## src/rtl/page_framebuffer_refresh_serializer_assert.svh

```systemverilog
// Assertion macros for the page framebuffer refresh serializer.
`ifndef PAGE_FRAMEBUFFER_REFRESH_SERIALIZER_ASSERT_SVH
`define PAGE_FRAMEBUFFER_REFRESH_SERIALIZER_ASSERT_SVH

`ifndef SYNTHESIS

// Same-cycle implication, sampled on clk, off during reset.
`define PFRS_ASSERT_IMPLIES(name, ante, cons) \
	name: assert property (@(posedge clk) disable iff (!arst_n) (ante) |-> (cons)) \
		else $error("assertion failed: same-cycle implication");

// Next-cycle implication, sampled on clk, off during reset.
`define PFRS_ASSERT_NEXT(name, ante, cons) \
	name: assert property (@(posedge clk) disable iff (!arst_n) (ante) |=> (cons)) \
		else $error("assertion failed: next-cycle implication");

`else

`define PFRS_ASSERT_IMPLIES(name, ante, cons)
`define PFRS_ASSERT_NEXT(name, ante, cons)

`endif

`endif

```

## src/rtl/pfrs_pkg.sv

```systemverilog
// Shared types and constants of the page framebuffer refresh serializer.
package pfrs_pkg;

	localparam int COLUMNS_DEFAULT = 128;
	localparam int PAGES_DEFAULT = 8;

	localparam int CMD_W = 2;
	localparam int X_W = 7;
	localparam int Y_W = 6;
	localparam int BYTE_W = 8;

	localparam int HEAD_SLOTS = 3;
	localparam int SLOT_PAGE = 0;
	localparam int SLOT_COL_LOW = 1;
	localparam int SLOT_COL_HIGH = 2;

	localparam logic [7:0] PAGE_CMD_BASE = 8'hB0;
	localparam logic [7:0] COL_LOW_CMD = 8'h00;
	localparam logic [7:0] COL_HIGH_CMD = 8'h10;

	typedef enum logic [1:0] {
		CMD_SET = 2'd0,
		CMD_CLEAR = 2'd1,
		CMD_CLEAR_FRAME = 2'd2,
		CMD_REFRESH = 2'd3
	} cmd_t;

	// Controller to datapath
	typedef struct packed {
		logic take;      // input transaction accepted this cycle
		logic rmw_wr;    // write back the modified byte
		logic out_load;  // load the result register
		logic sweep_wr;  // write zero at the sweep address
	} ctrl_t;

	// Datapath to controller
	typedef struct packed {
		logic out_free;
		logic sweep_done;
	} status_t;

endpackage

```

## src/rtl/pfrs_ctrl.sv

```systemverilog
// Controller state machine of the page framebuffer refresh serializer.
module pfrs_ctrl (
	input  logic                       clk,
	input  logic                       arst_n,
	input  logic                       in_valid,
	input  logic [pfrs_pkg::CMD_W-1:0] in_cmd,
	output logic                       in_ready,
	input  pfrs_pkg::status_t          status,
	output pfrs_pkg::ctrl_t            ctl
);

	typedef enum logic [3:0] {
		ST_IDLE   = 4'b0001,
		ST_MODIFY = 4'b0010,
		ST_EMIT   = 4'b0100,
		ST_SWEEP  = 4'b1000
	} state_t;

	state_t state_q, state_d;

	assign in_ready = (state_q == ST_IDLE);

	always_comb begin
		state_d = state_q;
		ctl = '0;
		ctl.take = in_valid && in_ready;
		unique case (state_q)
			ST_IDLE: begin
				if (ctl.take) begin
					unique case (pfrs_pkg::cmd_t'(in_cmd))
						pfrs_pkg::CMD_SET,
						pfrs_pkg::CMD_CLEAR:       state_d = ST_MODIFY;
						pfrs_pkg::CMD_CLEAR_FRAME: state_d = ST_SWEEP;
						pfrs_pkg::CMD_REFRESH:     state_d = ST_EMIT;
					endcase
				end
			end
			ST_MODIFY: begin
				ctl.rmw_wr = 1'b1;
				state_d = ST_IDLE;
			end
			ST_EMIT: begin
				// hold until the result register can take the byte
				if (status.out_free) begin
					ctl.out_load = 1'b1;
					state_d = ST_IDLE;
				end
			end
			ST_SWEEP: begin
				ctl.sweep_wr = 1'b1;
				if (status.sweep_done) begin
					state_d = ST_IDLE;
				end
			end
			default: state_d = ST_SWEEP;
		endcase
	end

	// reset enters the sweep so the store starts out all zero
	always_ff @(posedge clk or negedge arst_n) begin
		if (!arst_n) begin
			state_q <= ST_SWEEP;
		end else begin
			state_q <= state_d;
		end
	end

endmodule

```

## config.mk

```make
export PLATFORM = sky130hd
export DESIGN_NAME = pfrs_ctrl
export DESIGN_NICKNAME = d
export VERILOG_FILES = /design/src/rtl/page_framebuffer_refresh_serializer_assert.svh /design/src/rtl/pfrs_pkg.sv /design/src/rtl/pfrs_ctrl.sv
export SDC_FILE = /design/constraint.sdc
export NUM_CORES = 1
export LEC_CHECK = 0
export BUFFER_PORTS_ARGS = -buffer_cell sky130_fd_sc_hd__buf_2
export CORE_AREA = 2 2 39 41
export CTS_BUF_LIST = sky130_fd_sc_hd__clkbuf_8
export DETAILED_ROUTE_END_ITERATION = 6
export DIE_AREA = 0 0 41 43
export GPL_TIMING_DRIVEN = 0
export HOLD_SLACK_MARGIN = 0.15
export PLACE_DENSITY = 0.44
export SYNTH_ARGS = -nofsm -noshare
export SYNTH_HDL_FRONTEND = slang
export SYNTH_SLANG_ARGS = --single-unit
```

## constraint.sdc

```tcl
create_clock -name clk -period 1.8 [get_ports clk]
set_input_delay 0.18 -clock clk [delete_from_list [all_inputs] [get_ports clk]]
set_output_delay 0.18 -clock clk [all_outputs]
set_load 0.03 [all_outputs]
```

; Word-level counts from Yosys, hierarchy flattened
; Index checks and enable logic that the tools add are counted.
[word_totals]
reg_bits = 4
inputBits = 7
output_inout_bits = 5
elab_cells = 24
[classes]
n_eq_ne = 10
n_mux = 9
n_reduce_logical = 4
[ops]
columns = operator, n
row1 = case mux 4 bit (4 select lines), 1
row2 = two-way mux 4 bit, 3
row3 = case mux 4 bit (3 select lines), 1
row4 = equality test 2 bit (second input constant), 2
row5 = equality test 4 x 1 -> 1 bit (second input constant), 1
row6 = equality test 4 x 2 -> 1 bit (second input constant), 1
row7 = equality test 4 x 3 -> 1 bit (second input constant), 1
row8 = equality test 4 bit (second input constant), 1
row9 = two-way mux 1 bit, 4
row10 = != test 2 bit (second input constant), 2
row11 = AND reduction 3 bit, 1
row12 = equality test 2 x 1 -> 1 bit (second input constant), 1
row13 = zero test 2 bit, 1
row14 = != test 2 x 1 -> 1 bit (second input constant), 1
row15 = OR reduction 2 bit, 1
row16 = logical AND 1 bit, 1

; Depth between registers and ports, before layout
[logic_depth]
word_depth = 5
depth_mapped = 4
ltp_nobuf = 4

; Worst setup path after synthesis
; OpenSTA, ideal clock, no wires.
[synth_path]
path_type = register -> output
start = register state_q[1]
end = output port ctl[3] (netlist bit)
arrival_time_ns = 1.370
required_ns = 1.620
slack_ns = 0.250
stages_incl_launch_ff = 5
n_path_buf = 0
path_cell_list = dfrtp_1 nand2b_4 nor3_2 nand2_1 inv_1
[synth_lines]
columns = item, line_no
row1 = from (decl), pfrs_ctrl.sv:19  ; state_t state_q, state_d;
row2 = from (signal assigned), pfrs_ctrl.sv:64  ; state_q <= state_d;
row3 = to (decl), pfrs_ctrl.sv:9  ; output pfrs_pkg::ctrl_t ctl

==> run summary <==
Status: finished, final reports clean
Row count: 14
Synth area leader: dfrtp_1
Place WS: 0.451 ns
Commonest cells in the netlist: 3 x dfrtp_1, 3 x inv_1, 3 x nor2_1, 3 x o21ai_0
CP Cell Sequence: nor2_1 -> and3_4 -> and2_4 -> buf_2
Drt total wl: 625 um
CTS Hold Bufs: 2
GPL Wtd Cong: 0.672
DRC viols: 0
Die Ht: 43 um
Worst Path Buf+Inv: 1
Initial core utilization: 21.1%
TNS Setup: 0 ns
Hold path cells: 2
WL/cell: 9.33 um
Die X: 41 um
Slew Limit Fails: 0
Pleak: 0.205 nW
Vias in the first global route: 284
RR Endpoint: state_q[0]$_DFFE_PN0P_
Async SR Flop Fraction: 100%
Layout area overhead: 48.1%
Unrepaired setup endpoints after global routing: no
Req. time, crit path: 1.62 ns
P per Cell Area: 1500 nW/um^2
Hold Path Sink: state_q[2]$_DFFE_PN0P_
Inserted Diodes: 0
Critical Path Max Stage Delay: 0.41 ns
Yosys top cell area share: 25.8%
Layout cells sized above 1: 43.1%
RR Startpoint: state_q[3]$_DFFE_PN1P_
CTS tree: yes
I/O pin count: 12
Layout Nets: 59
Multi-input gate area: 175 sq um
Relative slew slack: 84.9%
Drt initial violations: 15
Routed Antenna Nets: 0
Fin crit period: 1.57 ns
Post-cts resize count: 0
Hold Startpoint: status[1]
R2R cell count: 4
Synth Flop Type: dfrtp_1
Initial antenna violation count: 0
Maximum clock path buffer count: 2
Sink Count: 4
Max reg flops: 4
Final hold slack: 0.193 ns
Syn nets: 41
Max VDD drop: 481 uV
Final Hold Vio Count: 0
First-pass DRT Iterations: 4
Post-synthesis register bit count: 4
Crit-path slowest cell: dfrtp_1
Family with the most delay on the worst path: simple AND/OR/NAND/NOR gates
Layout Skew: 0.000302 ns
Num CTS Buffers: 3
Syn avg cell area: 8.57 sq um
Period utilization: 87.3%
Largest net degree at the start of global routing: 9
Clock Latency Late Sink: 0.22 ns
Fill cell count: 154
Post-synthesis cell type count: 23
MaxCap Viol Count: 0
Root Buffer: clkbuf_8
Crit. End Element: output port
Clock transition at the registers of the reported paths: 0.03 ns
Setup-failing EPs final: 0
Slew @ Worst Pin: 0.224 ns
Post-synth EDFFs: 0
Hold Path Class: in -> reg
DP Area: 367 sq um
Fmax: 636 MHz
DP HPWL: 513 um
Largest reg by FF count: state_q
Clock H-tree levels: 1
CP Launch Type: flop
Global-route wire length before repair: 1.08 mm
Post-route setup slack: 0.228 ns
Grt ovf: 0
Type of the worst setup path: reg -> out
Die area: 1760 sq um
Dominant cells by area after synthesis: dfrtp_1 26%, dfstp_2 9.0%, o21ai_0 5.2%, nor3b_1 5.2%, nand2b_4 4.7%
Via-to-Cell Ratio: 4.39
Area of the core: 1380 sq um
R2r setup slk: 0.53 ns
CP arrival: 1.39 ns
Syn. warnings: 0
Seq/Total Area, Yosys: 34.8%
Mapped Area: 292 sq um
Critical-path maximum fanout: 4
Register area: 101 sq um
Post-route cell area: 432 sq um
Top flop regs: state_q (4)
GRT Util Overall: 9.49%
Cells after Synth: 34
DR vias: 294
Final design utilization: 31.2%
Setup Buffers After CTS: 0
Port bufs: 11
-- through the flow --
stage	instances	total power, mW
final	67	0.646
after CTS	67	0.653
after global routing	67	0.691
after detailed placement	61	0.454
after global placement	61	0.459
after floorplan	34	0.382
-- how the worst max path moves through the flow --
stage	startpoint	end	slack [ns]	cells after the start
3_5_place_dp	state_q[0]$_DFFE_PN0P_	ctl[1]	0.45	4
6_report	state_q[0]$_DFFE_PN0P_	ctl[1]	0.23	4
3_3_place_gp	state_q[0]$_DFFE_PN0P_	ctl[1]	0.42	4
4_1_cts	state_q[0]$_DFFE_PN0P_	ctl[1]	0.21	4
2_1_floorplan	state_q[1]$_DFFE_PN0P_	ctl[3]	0.25	4
5_1_grt	state_q[0]$_DFFE_PN0P_	ctl[1]	0.15	4
-- final cells by class --
class	instances	area share (%)
multi-input combinational	26	40.6
inverter	4	3.48
timing repair buffer	13	17.4
sequential	4	23.5
clock inverter	1	0.870
tap	16	4.64
clock buffer	3	9.57
-- layout by cell type, fill, tap and decap left out, types with 2 or more instances in the layout --
cell	n
buf_2	11
clkbuf_8	3
dfrtp_1	3
dlygate4sd3_1	2
inv_1	4
nand2_1	2
nand2b_1	2
nor2_1	3
nor3b_1	2
o21ai_0	3
-- kinds of logic (layout without fill, tap and decap cells) --
family / count (synthesis) / after routing / synth area share (%)
flops: 4 / 4 / 34.8
buf+inv: 4 / 21 / 5.15
simple gates: 17 / 17 / 39.9
compound gates: 9 / 9 / 20.2
-- power by group --
| part | leakage (nW) | switching (mW) | internal, mW |
|---|---|---|---|
| combinational | 0.127 | 0.161 | 0.119 |
| clock | 0.0269 | 0.0492 | 0.146 |
| sequential | 0.0513 | 0.0436 | 0.127 |
| total | 0.205 | 0.254 | 0.392 |
-- metal layers --
| metal | vias up | part of all wire [%] | GRT usage (%) |
|---|---|---|---|
| met5 | - | 0 | 0 |
| li1 | 153 | - | - |
| met4 | 0 | 1.3 | 10.0 |
| met3 | 2 | 7.8 | 1.57 |
| met2 | 9 | 50 | 12.5 |
| met1 | 130 | 41 | 11.8 |
No activity file was read; power rests on OpenSTA's default activity.
